File: config.mk
export PLATFORM = sky130hd
export DESIGN_NAME = link_local_address_claim_flat
export DESIGN_NICKNAME = d
export VERILOG_FILES = /design/src/llac_pkg.sv /design/src/llac_if.sv /design/src/llac_rem.sv /design/src/llac_ctrl.sv /design/src/llac_datapath.sv /design/src/link_local_address_claim.sv /design/src/flat_wrapper.sv
export SDC_FILE = /design/constraint.sdc
export NUM_CORES = 1
export LEC_CHECK = 0
export CORE_ASPECT_RATIO = 1.4
export CORE_MARGIN = 5
export CORE_UTILIZATION = 50
export DETAILED_ROUTE_END_ITERATION = 8
export DONT_BUFFER_PORTS = 1
export HOLD_SLACK_MARGIN = 0.06
export PLACE_DENSITY = 0.73
export SETUP_SLACK_MARGIN = 0.5
export SYNTH_ARGS = -nofsm -noshare
export SYNTH_HDL_FRONTEND = slang
export SYNTH_SLANG_ARGS = --single-unit
File: constraint.sdc
create_clock -name clk -period 8.95 [get_ports clk]
set_input_delay 0 -clock clk [delete_from_list [all_inputs] [get_ports clk]]
set_output_delay 0 -clock clk [all_outputs]
set_load 0.01 [all_outputs]
File: src/llac_pkg.sv
// ----------------------------------------------------------------------------
// llac_pkg
// Shared types and constants of the link-local address claim block.
// ----------------------------------------------------------------------------
package llac_pkg;

  localparam int WAIT_BITS  = 17;
  localparam int MAC_W      = 48;
  localparam int ADDR_W     = 32;
  localparam int RAND_W     = 32;
  localparam int TICK_W     = 16;
  localparam int CNT_W      = 4;
  localparam int REQ_W      = 2;
  localparam int ACT_W      = 2;
  localparam int FIELD16_W  = 16;
  localparam int REM_W      = 16;
  localparam int REM_CNT_W  = $clog2(REM_W);
  localparam int SAT_W      = 33;
  localparam int CFG_IDX_W  = 3;
  localparam int CFG_DATA_W = 48;

  localparam logic [ADDR_W-1:0]    LL_BASE       = 32'hA9FE0000;
  localparam logic [FIELD16_W-1:0] ARP_ETHERTYPE = 16'h0806;
  localparam logic [FIELD16_W-1:0] ARP_OP_REPLY  = 16'd2;
  localparam logic [7:0]           OCTET_MOD     = 8'd254;

  typedef logic [WAIT_BITS-1:0] wait_t;
  localparam wait_t WAIT_MAX = '1;

  typedef enum logic [REQ_W-1:0] {
    REQ_TICK   = 2'd0,
    REQ_FRAME  = 2'd1,
    REQ_START  = 2'd2,
    REQ_CANCEL = 2'd3
  } req_e_t;

  typedef enum logic [ACT_W-1:0] {
    ACT_NONE     = 2'd0,
    ACT_PROBE    = 2'd1,
    ACT_ANNOUNCE = 2'd2,
    ACT_CLAIMED  = 2'd3
  } act_e_t;

  typedef enum logic [1:0] {
    PH_IDLE     = 2'd0,
    PH_PROBE    = 2'd1,
    PH_ANNOUNCE = 2'd2,
    PH_CLAIMED  = 2'd3
  } phase_e_t;

  typedef enum logic [CFG_IDX_W-1:0] {
    CFG_OWN_MAC         = 3'd0,
    CFG_PROBE_TOTAL     = 3'd1,
    CFG_ANNOUNCE_TOTAL  = 3'd2,
    CFG_PROBE_MIN       = 3'd3,
    CFG_PROBE_SPAN      = 3'd4,
    CFG_ANNOUNCE_WAIT   = 3'd5,
    CFG_ANNOUNCE_GAP    = 3'd6,
    CFG_ANNOUNCE_JITTER = 3'd7
  } cfg_reg_e_t;

  typedef enum logic [1:0] {
    ST_IDLE = 2'd0,
    ST_EVAL = 2'd1,
    ST_DIV  = 2'd2,
    ST_EMIT = 2'd3
  } ctrl_state_t;

  typedef struct packed {
    logic capture;
    logic eval;
    logic div_start;
    logic load_wait;
    logic emit;
  } llac_cmd_t;

  typedef struct packed {
    logic need_div;
    logic div_done;
  } llac_sts_t;

endpackage

File: src/llac_if.sv
// ----------------------------------------------------------------------------
// llac_if
// Valid/ready channels for request and result transactions.
// ----------------------------------------------------------------------------
interface llac_in_if;
  logic                           valid;
  logic                           ready;
  logic [llac_pkg::REQ_W-1:0]     req_type;
  logic [llac_pkg::RAND_W-1:0]    rand_bits;
  logic [llac_pkg::FIELD16_W-1:0] rx_ethertype;
  logic [llac_pkg::FIELD16_W-1:0] rx_opcode;
  logic [llac_pkg::ADDR_W-1:0]    rx_target_ip;
  logic [llac_pkg::MAC_W-1:0]     rx_target_mac;

  modport source (
    output valid, req_type, rand_bits, rx_ethertype, rx_opcode, rx_target_ip, rx_target_mac,
    input  ready
  );
  modport sink (
    input  valid, req_type, rand_bits, rx_ethertype, rx_opcode, rx_target_ip, rx_target_mac,
    output ready
  );
endinterface

interface llac_out_if;
  logic                        valid;
  logic                        ready;
  logic [llac_pkg::ACT_W-1:0]  action;
  logic [llac_pkg::ADDR_W-1:0] address;
  logic                        conflict;
  logic                        busy_res;

  modport source (
    output valid, action, address, conflict, busy_res,
    input  ready
  );
  modport sink (
    input  valid, action, address, conflict, busy_res,
    output ready
  );
endinterface

File: src/llac_rem.sv
// ----------------------------------------------------------------------------
// llac_rem
// Bit-serial restoring remainder unit, one dividend bit per cycle.
// ----------------------------------------------------------------------------
module llac_rem (
  input  logic                       clk,
  input  logic                       rst_n,
  input  logic                       start,
  input  logic [llac_pkg::REM_W-1:0] dividend,
  input  logic [llac_pkg::REM_W-1:0] divisor,
  output logic                       done,
  output logic [llac_pkg::REM_W-1:0] remainder
);
  import llac_pkg::*;

  logic                 busy_r, busy_nxt;
  logic                 done_r, done_nxt;
  logic [REM_CNT_W-1:0] cnt_r, cnt_nxt;
  logic [REM_W-1:0]     sh_r, sh_nxt;
  logic [REM_W-1:0]     den_r, den_nxt;
  logic [REM_W-1:0]     rem_r, rem_nxt;
  logic [REM_W:0]       trial;
  logic [REM_W:0]       diff;

  always_comb begin
    trial    = {rem_r, sh_r[REM_W-1]};
    diff     = trial - {1'b0, den_r};
    busy_nxt = busy_r;
    done_nxt = 1'b0;
    cnt_nxt  = cnt_r;
    sh_nxt   = sh_r;
    den_nxt  = den_r;
    rem_nxt  = rem_r;
    if (start) begin
      busy_nxt = 1'b1;
      cnt_nxt  = '0;
      sh_nxt   = dividend;
      den_nxt  = divisor;
      rem_nxt  = '0;
    end else if (busy_r) begin
      sh_nxt  = {sh_r[REM_W-2:0], 1'b0};
      rem_nxt = (trial >= {1'b0, den_r}) ? diff[REM_W-1:0] : trial[REM_W-1:0];
      cnt_nxt = cnt_r + REM_CNT_W'(1);
      if (cnt_r == REM_CNT_W'(REM_W - 1)) begin
        busy_nxt = 1'b0;
        done_nxt = 1'b1;
      end
    end
  end

  always_ff @(posedge clk) begin
    if (!rst_n) begin
      busy_r <= 1'b0;
      done_r <= 1'b0;
      cnt_r  <= '0;
    end else begin
      busy_r <= busy_nxt;
      done_r <= done_nxt;
      cnt_r  <= cnt_nxt;
    end
  end

  always_ff @(posedge clk) begin
    sh_r  <= sh_nxt;
    den_r <= den_nxt;
    rem_r <= rem_nxt;
  end

  assign done      = done_r;
  assign remainder = rem_r;

endmodule

File: src/llac_ctrl.sv
// ----------------------------------------------------------------------------
// llac_ctrl
// Transaction sequencer: capture, evaluate, optional remainder, emit.
// ----------------------------------------------------------------------------
module llac_ctrl (
  input  logic                clk,
  input  logic                rst_n,
  input  logic                in_valid,
  output logic                in_ready,
  output logic                out_valid,
  input  logic                out_ready,
  input  llac_pkg::llac_sts_t sts,
  output llac_pkg::llac_cmd_t cmd
);
  import llac_pkg::*;

  ctrl_state_t state_r, state_nxt;
  logic        out_valid_r, out_valid_nxt;

  always_comb begin
    state_nxt = state_r;
    case (state_r)
      ST_IDLE: begin
        if (in_valid) state_nxt = ST_EVAL;
      end
      ST_EVAL: begin
        state_nxt = sts.need_div ? ST_DIV : ST_EMIT;
      end
      ST_DIV: begin
        if (sts.div_done) state_nxt = ST_EMIT;
      end
      ST_EMIT: begin
        if (!out_valid_r || out_ready) state_nxt = ST_IDLE;
      end
      default: state_nxt = ST_IDLE;
    endcase
  end

  always_comb begin
    cmd      = '0;
    in_ready = 1'b0;
    case (state_r)
      ST_IDLE: begin
        in_ready    = 1'b1;
        cmd.capture = in_valid;
      end
      ST_EVAL: begin
        cmd.eval      = 1'b1;
        cmd.div_start = sts.need_div;
      end
      ST_DIV: begin
        cmd.load_wait = sts.div_done;
      end
      ST_EMIT: begin
        cmd.emit = !out_valid_r || out_ready;
      end
      default: ;
    endcase
    out_valid_nxt = cmd.emit || (out_valid_r && !out_ready);
  end

  always_ff @(posedge clk) begin
    if (!rst_n) begin
      state_r     <= ST_IDLE;
      out_valid_r <= 1'b0;
    end else begin
      state_r     <= state_nxt;
      out_valid_r <= out_valid_nxt;
    end
  end

  assign out_valid = out_valid_r;

endmodule

File: src/llac_datapath.sv
// ----------------------------------------------------------------------------
// llac_datapath
// Config registers, claim state, gap arithmetic and the result register.
// ----------------------------------------------------------------------------
module llac_datapath (
  input  logic                            clk,
  input  logic                            rst_n,
  input  logic                            cfg_we,
  input  logic [llac_pkg::CFG_IDX_W-1:0]  cfg_idx,
  input  logic [llac_pkg::CFG_DATA_W-1:0] cfg_wdata,
  input  logic [llac_pkg::REQ_W-1:0]      in_req_type,
  input  logic [llac_pkg::RAND_W-1:0]     in_rand_bits,
  input  logic [llac_pkg::FIELD16_W-1:0]  in_rx_ethertype,
  input  logic [llac_pkg::FIELD16_W-1:0]  in_rx_opcode,
  input  logic [llac_pkg::ADDR_W-1:0]     in_rx_target_ip,
  input  logic [llac_pkg::MAC_W-1:0]      in_rx_target_mac,
  input  llac_pkg::llac_cmd_t             cmd,
  output llac_pkg::llac_sts_t             sts,
  output logic [llac_pkg::ACT_W-1:0]      out_action,
  output logic [llac_pkg::ADDR_W-1:0]     out_address,
  output logic                            out_conflict,
  output logic                            out_busy_res
);
  import llac_pkg::*;

  typedef enum logic [2:0] {
    GAP_KEEP  = 3'd0,
    GAP_DEC   = 3'd1,
    GAP_ZERO  = 3'd2,
    GAP_AWAIT = 3'd3,
    GAP_PMIN  = 3'd4,
    GAP_PDIV  = 3'd5,
    GAP_AGAP  = 3'd6,
    GAP_ADIV  = 3'd7
  } gap_e_t;

  function automatic wait_t sat_wait(input logic [SAT_W-1:0] v);
    wait_t res;
    res = (v > SAT_W'(WAIT_MAX)) ? WAIT_MAX : v[WAIT_BITS-1:0];
    return res;
  endfunction

  function automatic logic [7:0] octet_pick(input logic [7:0] x);
    logic [7:0] m;
    m = (x >= OCTET_MOD) ? (x - OCTET_MOD) : x;
    return m + 8'd1;
  endfunction

  // configuration
  logic [MAC_W-1:0]  own_mac_r;
  logic [CNT_W-1:0]  probe_total_r, announce_total_r;
  logic [TICK_W-1:0] probe_min_r, probe_span_r, ann_wait_r, ann_gap_r, ann_jitter_r;

  // captured transaction
  req_e_t                req_r;
  logic [RAND_W-1:0]     rnd_r;
  logic [FIELD16_W-1:0]  eth_r, op_r;
  logic [ADDR_W-1:0]     tip_r;
  logic [MAC_W-1:0]      tmac_r;

  // claim state
  phase_e_t          phase_r, phase_nxt;
  logic [ADDR_W-1:0] cand_r, cand_nxt;
  logic [CNT_W-1:0]  ps_r, ps_nxt;
  logic [CNT_W-1:0]  as_r, as_nxt;
  wait_t             wait_r, wait_nxt;
  logic [TICK_W:0]   base_r, base_nxt;
  act_e_t            act_r, act_nxt;
  logic              conflict_r, conflict_nxt;

  // result register
  logic [ACT_W-1:0]  res_act_r;
  logic [ADDR_W-1:0] res_addr_r;
  logic              res_conflict_r, res_busy_r;

  // evaluation
  logic              active, conflict_hit, restart, probe_go, ann_go;
  logic [CNT_W-1:0]  ps_base, as_base, ps_inc, as_inc;
  phase_e_t          phase_ev;
  logic [ADDR_W-1:0] cand_ev;
  logic [CNT_W-1:0]  ps_ev, as_ev;
  act_e_t            act_ev;
  gap_e_t            gap;
  logic [REM_W-1:0]  div_den;
  logic              rem_done;
  logic [REM_W-1:0]  rem_val;

  always_ff @(posedge clk) begin
    if (!rst_n) begin
      own_mac_r        <= '0;
      probe_total_r    <= CNT_W'(3);
      announce_total_r <= CNT_W'(3);
      probe_min_r      <= TICK_W'(1000);
      probe_span_r     <= TICK_W'(1000);
      ann_wait_r       <= TICK_W'(2000);
      ann_gap_r        <= TICK_W'(2000);
      ann_jitter_r     <= TICK_W'(200);
    end else if (cfg_we) begin
      case (cfg_reg_e_t'(cfg_idx))
        CFG_OWN_MAC:         own_mac_r        <= cfg_wdata[MAC_W-1:0];
        CFG_PROBE_TOTAL:     probe_total_r    <= cfg_wdata[CNT_W-1:0];
        CFG_ANNOUNCE_TOTAL:  announce_total_r <= cfg_wdata[CNT_W-1:0];
        CFG_PROBE_MIN:       probe_min_r      <= cfg_wdata[TICK_W-1:0];
        CFG_PROBE_SPAN:      probe_span_r     <= cfg_wdata[TICK_W-1:0];
        CFG_ANNOUNCE_WAIT:   ann_wait_r       <= cfg_wdata[TICK_W-1:0];
        CFG_ANNOUNCE_GAP:    ann_gap_r        <= cfg_wdata[TICK_W-1:0];
        CFG_ANNOUNCE_JITTER: ann_jitter_r     <= cfg_wdata[TICK_W-1:0];
        default: ;
      endcase
    end
  end

  always_ff @(posedge clk) begin
    if (cmd.capture) begin
      req_r  <= req_e_t'(in_req_type);
      rnd_r  <= in_rand_bits;
      eth_r  <= in_rx_ethertype;
      op_r   <= in_rx_opcode;
      tip_r  <= in_rx_target_ip;
      tmac_r <= in_rx_target_mac;
    end
  end

  always_comb begin
    active       = (phase_r == PH_PROBE) || (phase_r == PH_ANNOUNCE);
    conflict_hit = (req_r == REQ_FRAME) && active && (eth_r == ARP_ETHERTYPE) &&
                   (op_r == ARP_OP_REPLY) && (tip_r == cand_r) && (tmac_r != own_mac_r);
    restart      = (req_r == REQ_START) || conflict_hit;
    phase_ev     = phase_r;
    cand_ev      = cand_r;
    ps_ev        = ps_r;
    as_ev        = as_r;
    act_ev       = ACT_NONE;
    gap          = GAP_KEEP;
    probe_go     = 1'b0;
    ann_go       = 1'b0;
    ps_base      = ps_r;
    as_base      = as_r;
    case (req_r)
      REQ_TICK: begin
        if (active) begin
          if (wait_r > WAIT_BITS'(1)) begin
            gap = GAP_DEC;
          end else begin
            gap = GAP_ZERO;
            if (phase_r == PH_PROBE) begin
              if (ps_r < probe_total_r) begin
                probe_go = 1'b1;
                act_ev   = ACT_PROBE;
              end else begin
                phase_ev = PH_ANNOUNCE;
                as_base  = '0;
                ann_go   = 1'b1;
                act_ev   = ACT_ANNOUNCE;
              end
            end else if (as_r < announce_total_r) begin
              ann_go = 1'b1;
              act_ev = ACT_ANNOUNCE;
            end else begin
              phase_ev = PH_CLAIMED;
              act_ev   = ACT_CLAIMED;
            end
          end
        end
      end
      REQ_FRAME, REQ_START: begin
        if (restart) begin
          cand_ev  = LL_BASE | {16'h0000, octet_pick(rnd_r[31:24]), octet_pick(rnd_r[23:16])};
          phase_ev = PH_PROBE;
          ps_base  = '0;
          as_ev    = '0;
          probe_go = 1'b1;
          act_ev   = ACT_PROBE;
        end
      end
      REQ_CANCEL: begin
        phase_ev = PH_IDLE;
        cand_ev  = '0;
        ps_ev    = '0;
        as_ev    = '0;
        gap      = GAP_ZERO;
      end
      default: ;
    endcase
    ps_inc = ps_base + CNT_W'(1);
    as_inc = as_base + CNT_W'(1);
    if (probe_go) begin
      ps_ev = ps_inc;
      if (ps_inc >= probe_total_r)          gap = GAP_AWAIT;
      else if (probe_span_r >= TICK_W'(2)) gap = GAP_PDIV;
      else                                  gap = GAP_PMIN;
    end
    if (ann_go) begin
      as_ev = as_inc;
      gap   = (ann_jitter_r != '0) ? GAP_ADIV : GAP_AGAP;
    end
    div_den = (gap == GAP_PDIV) ? (probe_span_r - TICK_W'(1)) : ann_jitter_r;
  end

  always_comb begin
    phase_nxt    = phase_r;
    cand_nxt     = cand_r;
    ps_nxt       = ps_r;
    as_nxt       = as_r;
    wait_nxt     = wait_r;
    base_nxt     = base_r;
    act_nxt      = act_r;
    conflict_nxt = conflict_r;
    if (cmd.eval) begin
      phase_nxt    = phase_ev;
      cand_nxt     = cand_ev;
      ps_nxt       = ps_ev;
      as_nxt       = as_ev;
      act_nxt      = act_ev;
      conflict_nxt = conflict_hit;
      base_nxt     = (gap == GAP_PDIV) ? ({1'b0, probe_min_r} + (TICK_W + 1)'(1))
                                       : {1'b0, ann_gap_r};
      case (gap)
        GAP_DEC:   wait_nxt = wait_r - WAIT_BITS'(1);
        GAP_ZERO:  wait_nxt = '0;
        GAP_AWAIT: wait_nxt = sat_wait(SAT_W'(ann_wait_r));
        GAP_PMIN:  wait_nxt = sat_wait(SAT_W'(probe_min_r));
        GAP_AGAP:  wait_nxt = sat_wait(SAT_W'(ann_gap_r));
        default:   wait_nxt = wait_r;
      endcase
    end else if (cmd.load_wait) begin
      wait_nxt = sat_wait(SAT_W'(base_r) + SAT_W'(rem_val));
    end
  end

  always_ff @(posedge clk) begin
    if (!rst_n) begin
      phase_r    <= PH_IDLE;
      cand_r     <= '0;
      ps_r       <= '0;
      as_r       <= '0;
      wait_r     <= '0;
      act_r      <= ACT_NONE;
      conflict_r <= 1'b0;
    end else begin
      phase_r    <= phase_nxt;
      cand_r     <= cand_nxt;
      ps_r       <= ps_nxt;
      as_r       <= as_nxt;
      wait_r     <= wait_nxt;
      act_r      <= act_nxt;
      conflict_r <= conflict_nxt;
    end
  end

  always_ff @(posedge clk) begin
    base_r <= base_nxt;
    if (cmd.emit) begin
      res_act_r      <= act_r;
      res_addr_r     <= cand_r;
      res_conflict_r <= conflict_r;
      res_busy_r     <= (phase_r == PH_PROBE) || (phase_r == PH_ANNOUNCE);
    end
  end

  llac_rem u_rem (
    .clk       (clk),
    .rst_n     (rst_n),
    .start     (cmd.div_start),
    .dividend  (rnd_r[REM_W-1:0]),
    .divisor   (div_den),
    .done      (rem_done),
    .remainder (rem_val)
  );

  assign sts.need_div  = (gap == GAP_PDIV) || (gap == GAP_ADIV);
  assign sts.div_done  = rem_done;
  assign out_action    = res_act_r;
  assign out_address   = res_addr_r;
  assign out_conflict  = res_conflict_r;
  assign out_busy_res  = res_busy_r;

endmodule

File: src/link_local_address_claim.sv
// A request is captured, evaluated and handed to the result register, with a
// remainder step first when a random gap is drawn: the gap after a non-final
// probe (span >= 2) or an announcement (jitter > 0) needs a remainder of the
// low 16 random bits, from a bit-serial remainder unit one bit per cycle. A new
// request is taken while the previous result still waits in the output register.
// After reset the gap/count timers are clear and the block is ready at once.
// ----------------------------------------------------------------------------
// link_local_address_claim
// Top level: IPv4 link-local address claim sequencer.
// ----------------------------------------------------------------------------
module link_local_address_claim (
  input  logic                            clk,
  input  logic                            rst_n,
  input  logic                            cfg_we,
  input  logic [llac_pkg::CFG_IDX_W-1:0]  cfg_idx,
  input  logic [llac_pkg::CFG_DATA_W-1:0] cfg_wdata,
  llac_in_if.sink                         in_if,
  llac_out_if.source                      out_if
);
  import llac_pkg::*;

  llac_cmd_t cmd;
  llac_sts_t sts;

  llac_ctrl u_ctrl (
    .clk       (clk),
    .rst_n     (rst_n),
    .in_valid  (in_if.valid),
    .in_ready  (in_if.ready),
    .out_valid (out_if.valid),
    .out_ready (out_if.ready),
    .sts       (sts),
    .cmd       (cmd)
  );

  llac_datapath u_dp (
    .clk              (clk),
    .rst_n            (rst_n),
    .cfg_we           (cfg_we),
    .cfg_idx          (cfg_idx),
    .cfg_wdata        (cfg_wdata),
    .in_req_type      (in_if.req_type),
    .in_rand_bits     (in_if.rand_bits),
    .in_rx_ethertype  (in_if.rx_ethertype),
    .in_rx_opcode     (in_if.rx_opcode),
    .in_rx_target_ip  (in_if.rx_target_ip),
    .in_rx_target_mac (in_if.rx_target_mac),
    .cmd              (cmd),
    .sts              (sts),
    .out_action       (out_if.action),
    .out_address      (out_if.address),
    .out_conflict     (out_if.conflict),
    .out_busy_res     (out_if.busy_res)
  );

endmodule

File: src/flat_wrapper.sv
// flat-port wrapper written by rule: the top's interface ports become plain ports
module link_local_address_claim_flat import llac_pkg::*;
  (clk, rst_n, cfg_we, cfg_idx, cfg_wdata, in_if_valid, in_if_req_type, in_if_rand_bits, in_if_rx_ethertype, in_if_rx_opcode, in_if_rx_target_ip, in_if_rx_target_mac, in_if_ready, out_if_valid, out_if_action, out_if_address, out_if_conflict, out_if_busy_res, out_if_ready);
  llac_in_if in_if_i ();
  llac_out_if out_if_i ();
  input  logic clk;
  input  logic rst_n;
  input  logic cfg_we;
  input  logic [llac_pkg::CFG_IDX_W-1:0] cfg_idx;
  input  logic [llac_pkg::CFG_DATA_W-1:0] cfg_wdata;
  input wire logic [$bits(in_if_i.valid)-1:0] in_if_valid;
  input wire logic [$bits(in_if_i.req_type)-1:0] in_if_req_type;
  input wire logic [$bits(in_if_i.rand_bits)-1:0] in_if_rand_bits;
  input wire logic [$bits(in_if_i.rx_ethertype)-1:0] in_if_rx_ethertype;
  input wire logic [$bits(in_if_i.rx_opcode)-1:0] in_if_rx_opcode;
  input wire logic [$bits(in_if_i.rx_target_ip)-1:0] in_if_rx_target_ip;
  input wire logic [$bits(in_if_i.rx_target_mac)-1:0] in_if_rx_target_mac;
  output wire logic [$bits(in_if_i.ready)-1:0] in_if_ready;
  output wire logic [$bits(out_if_i.valid)-1:0] out_if_valid;
  output wire logic [$bits(out_if_i.action)-1:0] out_if_action;
  output wire logic [$bits(out_if_i.address)-1:0] out_if_address;
  output wire logic [$bits(out_if_i.conflict)-1:0] out_if_conflict;
  output wire logic [$bits(out_if_i.busy_res)-1:0] out_if_busy_res;
  input wire logic [$bits(out_if_i.ready)-1:0] out_if_ready;
  assign in_if_i.valid = in_if_valid;
  assign in_if_i.req_type = in_if_req_type;
  assign in_if_i.rand_bits = in_if_rand_bits;
  assign in_if_i.rx_ethertype = in_if_rx_ethertype;
  assign in_if_i.rx_opcode = in_if_rx_opcode;
  assign in_if_i.rx_target_ip = in_if_rx_target_ip;
  assign in_if_i.rx_target_mac = in_if_rx_target_mac;
  assign in_if_ready = in_if_i.ready;
  assign out_if_valid = out_if_i.valid;
  assign out_if_action = out_if_i.action;
  assign out_if_address = out_if_i.address;
  assign out_if_conflict = out_if_i.conflict;
  assign out_if_busy_res = out_if_i.busy_res;
  assign out_if_i.ready = out_if_ready;
  link_local_address_claim u_core (.clk(clk), .rst_n(rst_n), .cfg_we(cfg_we), .cfg_idx(cfg_idx), .cfg_wdata(cfg_wdata), .in_if(in_if_i), .out_if(out_if_i));
endmodule
# Word level (Yosys, flattened, before mapping)
# Index checks and enable logic that the tools add are counted.
# classes
n_eq_ne	37
n_addsub	12
order_cmp	9
n_reduce_logical	39
mux	73
n_bitwise	2
# op_table
operator	count
17-bit case mux with 5 select lines	1
16-bit 2-to-1 mux	5
32-bit case mux with 2 select lines	1
17-bit 2-to-1 mux	3
48-bit != test	1
4-bit 2-to-1 mux	11
32-bit == test	1
2-bit 2-to-1 mux	16
32-bit 2-to-1 mux	1
3-bit == test (second input constant)	8
1-bit 2-to-1 mux	24
2-bit AND reduction	10
17-bit by 16-bit adder with 18-bit output	1
18-bit by 17-bit > comparator with 1-bit output (second input constant)	1
16-bit by 1-bit adder with 17-bit output (second input constant)	1
17-bit by 16-bit greater-or-equal comparator with 1-bit output	1
17-bit by 1-bit > comparator with 1-bit output (second input constant)	1
17-bit by 1-bit subtractor with 17-bit output (second input constant)	1
8-bit by 1-bit adder with 8-bit output (second input constant)	2
16-bit by 12-bit == test with 1-bit output (second input constant)	1
16-bit by 2-bit == test with 1-bit output (second input constant)	1
16-bit by 2-bit greater-or-equal comparator with 1-bit output (second input constant)	1
8-bit greater-or-equal comparator (second input constant)	2
8-bit 2-to-1 mux	2
33 further kinds	75
# totals
output_inout_bits	38
ff_bits	454
word_cells	207
in_bits	202

# Depth between registers and ports, before layout
# depth
word_depth	20
ltp_mapped	24

# Hierarchy
# From an unflattened synthesis, not the netlist that was laid out.
# unflattened
cells_unflattened	1968
area_unflattened_um2	20185.6
# modules_own_cells
mod	n_inst	cells_each	area_per_inst_um2
llac_datapath	1	1653	16925.0
llac_rem	1	287	2991.6
llac_ctrl	1	28	269.0

# Worst setup path after synthesis
# No wires, ideal clock.
# synth_path
path_kind	reg-to-reg
startpoint	reg u_core.u_dp.phase_r[1]
endpoint	reg u_core.u_dp.u_rem.sh_r[0], enable pin
setup_slack_ps	3995
stages_incl_launch_ff	21
required_ps	8574
period_less_slack_ps	4955
arrival_time_ps	4580
path_buffers	1
path_cell_list	dfxtp_1 inv_1 ha_1 nor4_1 nand4_1 or4_1 or4_4 nor2_1 o21ai_1 and2_1 ha_1 ha_1 a21o_1 a21o_1 a21o_1 nor4_1 o21a_1 buf_4 a21oi_1 nand2b_4 nand2b_1
# synth_between
elab_chain_cells	19
# synth_rtl
item	line_no	text
start: declaration	llac_datapath.sv:62	phase_e_t phase_r, phase_nxt;
start signal: assignment	llac_datapath.sv:241	phase_r <= phase_nxt;
2-bit by 1-bit == test with 1-bit output or 2-bit == test (tied branches)	llac_datapath.sv:125, llac_datapath.sv:146	
1-bit logical OR	llac_datapath.sv:125	active = (phase_r == PH_PROBE) || (phase_r == PH_ANNOUNCE);
1-bit logical AND (3 in a row)	llac_datapath.sv:126	conflict_hit = (req_r == REQ_FRAME) && active && (eth_r == ARP_ETHERTYPE) &&
1-bit logical AND (2 in a row)	llac_datapath.sv:127	(op_r == ARP_OP_REPLY) && (tip_r == cand_r) && (tmac_r != own_mac_r);
1-bit logical OR	llac_datapath.sv:128	restart = (req_r == REQ_START) || conflict_hit;
4-bit 2-to-1 mux	llac_datapath.sv:167	if (restart) begin
4-bit 2-to-1 mux	llac_datapath.sv:139	case (req_r)
4-bit by 1-bit adder with 4-bit output	llac_datapath.sv:185	ps_inc = ps_base + CNT_W'(1);
4-bit greater-or-equal comparator	llac_datapath.sv:189	if (ps_inc >= probe_total_r) gap = GAP_AWAIT;
3-bit 2-to-1 mux	llac_datapath.sv:189	
3-bit 2-to-1 mux	llac_datapath.sv:187	if (probe_go) begin
3-bit 2-to-1 mux *	llac_datapath.sv:193	if (ann_go) begin
3-bit == test	llac_datapath.sv:271	assign sts.need_div = (gap == GAP_PDIV) || (gap == GAP_ADIV);
1-bit logical OR *	llac_datapath.sv:271	
2-bit 2-to-1 mux *	llac_ctrl.sv:42	case (state_r)
2-bit nonzero test (no source line) *	--	
end signal: assignment	llac_rem.sv:64	sh_r <= sh_nxt;
end: declaration	llac_rem.sv:19	logic [REM_W-1:0] sh_r, sh_nxt;
# Mark *: on every way between the ends. The rest lies on a longest branch, timed or not.
# A chain may end at the register's enable or synchronous reset.

# Final worst setup path
# layout_path
startpoint	reg u_core.u_dp.phase_r[1]
endpoint	reg u_core.u_dp.u_rem.den_r[2], enable pin
# layout_between
elab_chain_cells	18
# layout_rtl
item	line_no	text
2-bit by 1-bit == test with 1-bit output or 2-bit == test (tied branches)	llac_datapath.sv:125, llac_datapath.sv:146	
1-bit logical OR	llac_datapath.sv:125	
1-bit logical AND (3 in a row)	llac_datapath.sv:126	
1-bit logical AND (2 in a row)	llac_datapath.sv:127	
1-bit logical OR	llac_datapath.sv:128	
4-bit 2-to-1 mux	llac_datapath.sv:167	
4-bit 2-to-1 mux	llac_datapath.sv:139	
4-bit by 1-bit adder with 4-bit output	llac_datapath.sv:185	
4-bit greater-or-equal comparator	llac_datapath.sv:189	
3-bit 2-to-1 mux	llac_datapath.sv:189	
3-bit 2-to-1 mux	llac_datapath.sv:187	
3-bit 2-to-1 mux *	llac_datapath.sv:193	
3-bit == test	llac_datapath.sv:271	
1-bit logical OR *	llac_datapath.sv:271	
2-bit 2-to-1 mux *	llac_ctrl.sv:42	
end signal: assignment	llac_rem.sv:65	den_r <= den_nxt;
end: declaration	llac_rem.sv:20	logic [REM_W-1:0] den_r, den_nxt;
# Marks and branches as above.

==> results by group <==
Critical path
  – CP required: 9120 ps
  – Worst-path fanout max: 44
  – CP Capture Type: flip-flop
  – Startpoint type of the worst setup path: flip-flop
  – Worst Path Arrival: 7170 ps
  – Crit path kind: flip-flop to flip-flop

Yosys
  – Synth area leader: edfxtp_1
  – Synth warnings: 0
  – Number of enable flip-flop cells after synthesis: 216
  – Flops & latches, synth: 424
  – Area contributors post-synth: edfxtp_1 33%, dfxtp_1 21%, nand2_1 7.6%
  – Post-synthesis cell type count: 90
  – Post-Syn Area: 19600 um2
  – Average size of a mapped cell: 9.98 um2
  – Synth Flop Type: edfxtp_1
  – Async set-reset flop share out of synthesis: 0%
  – Post-Syn Instances: 1967
  – Seq/Total Area, Yosys: 54.2%
  – Post-synth top area share: 33.0%

Die
  – Core box area: 39200 um2
  – Starting Density: 50.1%
  – Chip height: 245 um
  – Die Wd: 178 um
  – Number of core rows: 86
  – Die area: 43400 um2
  – Top Ports: 240

Power
  – Clock share of power: 28.1%
  – Max VDD drop: 0.199 mV
  – Register share of total power: 41.9%
  – Final Power: 6.23 mW
  – P_int: 4.14 mW
  – Static Leakage: 8.90 nW
  – P per Cell Area: 262 nW/um2
  – Net Sw Frac: 33.5%
  – Combinational Power Share: 29.9%
  – Net Switching: 2.09 mW

Drt
  – ANT nets after route: 0
  – DRC Markers: 0
  – DR pass1 iterations: 7
  – DR vias/cell: 5.76
  – DR WL/cell: 20.5 um
  – Initial DRC Count: 1134
  – Routed via count: 15700
  – Total wire length: 55.9 mm

Cells and area
  – Cell Count, Final, Fillers Out: 2733
  – Fillers: 3048
  – Layout area overhead: 20.9%
  – Core Util, Final: 60.6%
  – Final instance area: 23800 um2
  – Fraction of layout cells with a size suffix above 1: 5.59%
  – Fin nets: 2435

Global route
  – Initial antenna violation count: 6
  – Largest net degree at the start of global routing: 81
  – Total gr overflow: 0
  – Total GRT Usage: 25.2%
  – First-pass GRT wire length: 87.4 mm
  – Vias in the first global route: 16000

STA
  – Crit share post-route: 78.2%
  – Final Max Tran Viols: 0
  – Min cycle time layout: 7000 ps
  – Count of final setup violators: 0
  – RSZ-0062 raised after global routing: no
  – Worst Skew: 22.9 ps
  – Worst slew pin tran: 1290 ps
  – Slew HR: 13.4%
  – Fmax: 143 MHz
  – Aggregate negative setup slack: 0 ps
  – Final hold vios: 0

Placed design
  – Area after DPL: 20000 um2
  – Routability congestion estimate: 0.889
  – PortBufs: 0
  – DPL Wire Length: 34.2 mm
  – DP Cell Count: 2409

CTS
  – Clock sink count: 424
  – Clk buf depth: 3
  – CTS Buf Count: 41
  – Post-CTS Setup Bufs: 0
  – Root Buffer: clkbuf_16
  – CTS tree: done
  – Clk pin slew, worst setup/hold paths: 70 ps
  – Clk_lat worst skew: 550 ps
  – H-tree depth: 2

Flow run
  – Max Cap Viol: 0

Outcome
  – Status: completed

Min path
  – Hold Path Class: input pin to flip-flop
==> cell families (layout without fill, tap and decap cells) <==
| group | Yosys count | in the layout | share of synthesized area, % |
|---|---|---|---|
| xor gates and xnor gates | 128 | 128 | 5.71 |
| adders and majority gates | 66 | 66 | 4.28 |
| and+or+nand+nor | 768 | 768 | 17.8 |
| DFF | 424 | 424 | 54.2 |
| buffers and inverters | 165 | 393 | 3.72 |
| other | 1 | 11 | 0.0191 |
| AOI/OAI and AO/OA | 388 | 388 | 12.8 |
| muxes | 27 | 27 | 1.39 |
==> synth_stat cells (all sizes together), types with 17 or more instances <==
master and count:
nand2b 23, mux2i 25, a31oi 17, xnor2 44, ha 64, clkbuf 68
edfxtp 216, dfxtp 208, buf 34, a21oi 159, nor3 28, nand3 66
nor2 117, and3 22, inv 63, o21ai 67, nor4 32, nand4 22
xor2 84, nand2 400, a21o 22
==> power groups by stage <==
stage / clock network (mW) / registers, mW / logic (mW)
global route: 1.86 / 2.64 / 2.05
global placement: 0 / 2.63 / 1.69
detailed placement: 0 / 2.63 / 1.72
floorplan: 0 / 2.58 / 1.37
finish: 1.75 / 2.61 / 1.87
CTS: 1.76 / 2.59 / 1.83
==> sequential cells by signal (all words and copies together) (netlist names), 16 cells and up <==
signal,flops
u_core.u_dp.ann_gap_r,16
u_core.u_dp.ann_jitter_r,16
u_core.u_dp.ann_wait_r,16
u_core.u_dp.base_r,17
u_core.u_dp.cand_r,17
u_core.u_dp.eth_r,16
u_core.u_dp.op_r,16
u_core.u_dp.out_address,17
u_core.u_dp.own_mac_r,48
u_core.u_dp.probe_min_r,16
u_core.u_dp.probe_span_r,16
u_core.u_dp.rnd_r,32
u_core.u_dp.tip_r,32
u_core.u_dp.tmac_r,48
u_core.u_dp.u_rem.den_r,16
u_core.u_dp.u_rem.remainder,16
u_core.u_dp.u_rem.sh_r,16
u_core.u_dp.wait_r,17
==> metal layers <==
layer / up-vias / part of all wire [%] / global-route usage (%) / wire length [um]
li1: 7354 / - / - / -
met1: 7480 / 37 / 29.0 / 20400
met2: 757 / 52 / 45.8 / 29000
met3: 156 / 6.7 / 4.04 / 3760
met4: 0 / 4.9 / 10.9 / 2730
met5: - / 0 / 0 / 0
==> placed cells by master (no fill, tap or decap), drive strengths merged, types with 44 or more instances in the layout <==
cell type / n
xor2: 84
clkbuf: 61
dfxtp: 208
dlygate4sd3: 242
nand3: 66
xnor2: 44
inv: 66
nand2: 400
edfxtp: 216
a21oi: 159
ha: 64
o21ai: 67
nor2: 117
==> what timing repair did <==
| action | in CTS | in global routing |
|---|---|---|
| hold buffers | 243 | 0 |
| endpoints found under the hold margin | 351 | 0 |
| gates resized for setup | 0 | 0 |
==> stage by stage <==
stage               worst slack, ps  hold WS, ps
global placement               2260         93.3
CTS                            2000         60.1
floorplan                      3990         98.9
finish                         1950         72.5
global route                   1580         61.3
detailed placement             2010         98.5
==> cell type report <==
type	instances	area, um2	share of cell area [%]
flip-flops and latches	424	10700	44.8
multi-input cells	1382	8310	35.0
clock inverters	14	134	0.564
clock buffers	61	1200	5.07
inverters	63	239	1.01
diodes	6	15.0	0.0632
well taps	528	661	2.78
repair buffers	255	2540	10.7
==> worst paths after layout <==
check	slack, ps	from	depth (start not counted)	to
setup / recovery	1950	u_core.u_dp.phase_r[1]$_SDFFE_PN0P_	19	u_core.u_dp.u_rem.den_r[2]$_DFFE_PP_
hold / removal	70	in_if_rx_opcode[13]	1	u_core.u_dp.op_r[13]$_DFFE_PP_
setup reg to reg	1950	u_core.u_dp.phase_r[1]$_SDFFE_PN0P_	19	u_core.u_dp.u_rem.den_r[2]$_DFFE_PP_
hold reg to reg	440	u_core.u_dp.act_r[1]$_SDFFE_PN0P_	0	u_core.u_dp.out_action[1]$_DFFE_PP_
==> critical path: stages (launching register included) <==
cell	delay, ps
dfxtp_1	320
inv_1	40
ha_1	300
nor4_1	260
nand4_1	270
or4_1	590
or4_4	480
nor2_1	160
o21ai_1	190
and2_1	270
ha_1	300
ha_1	280
a21o_1	170
a21o_1	170
a21o_1	200
nor4_1	510
o21a_1	840
a21oi_1	220
nand2b_4	340
inv_2	660
(Power assumes the default switching activity.)
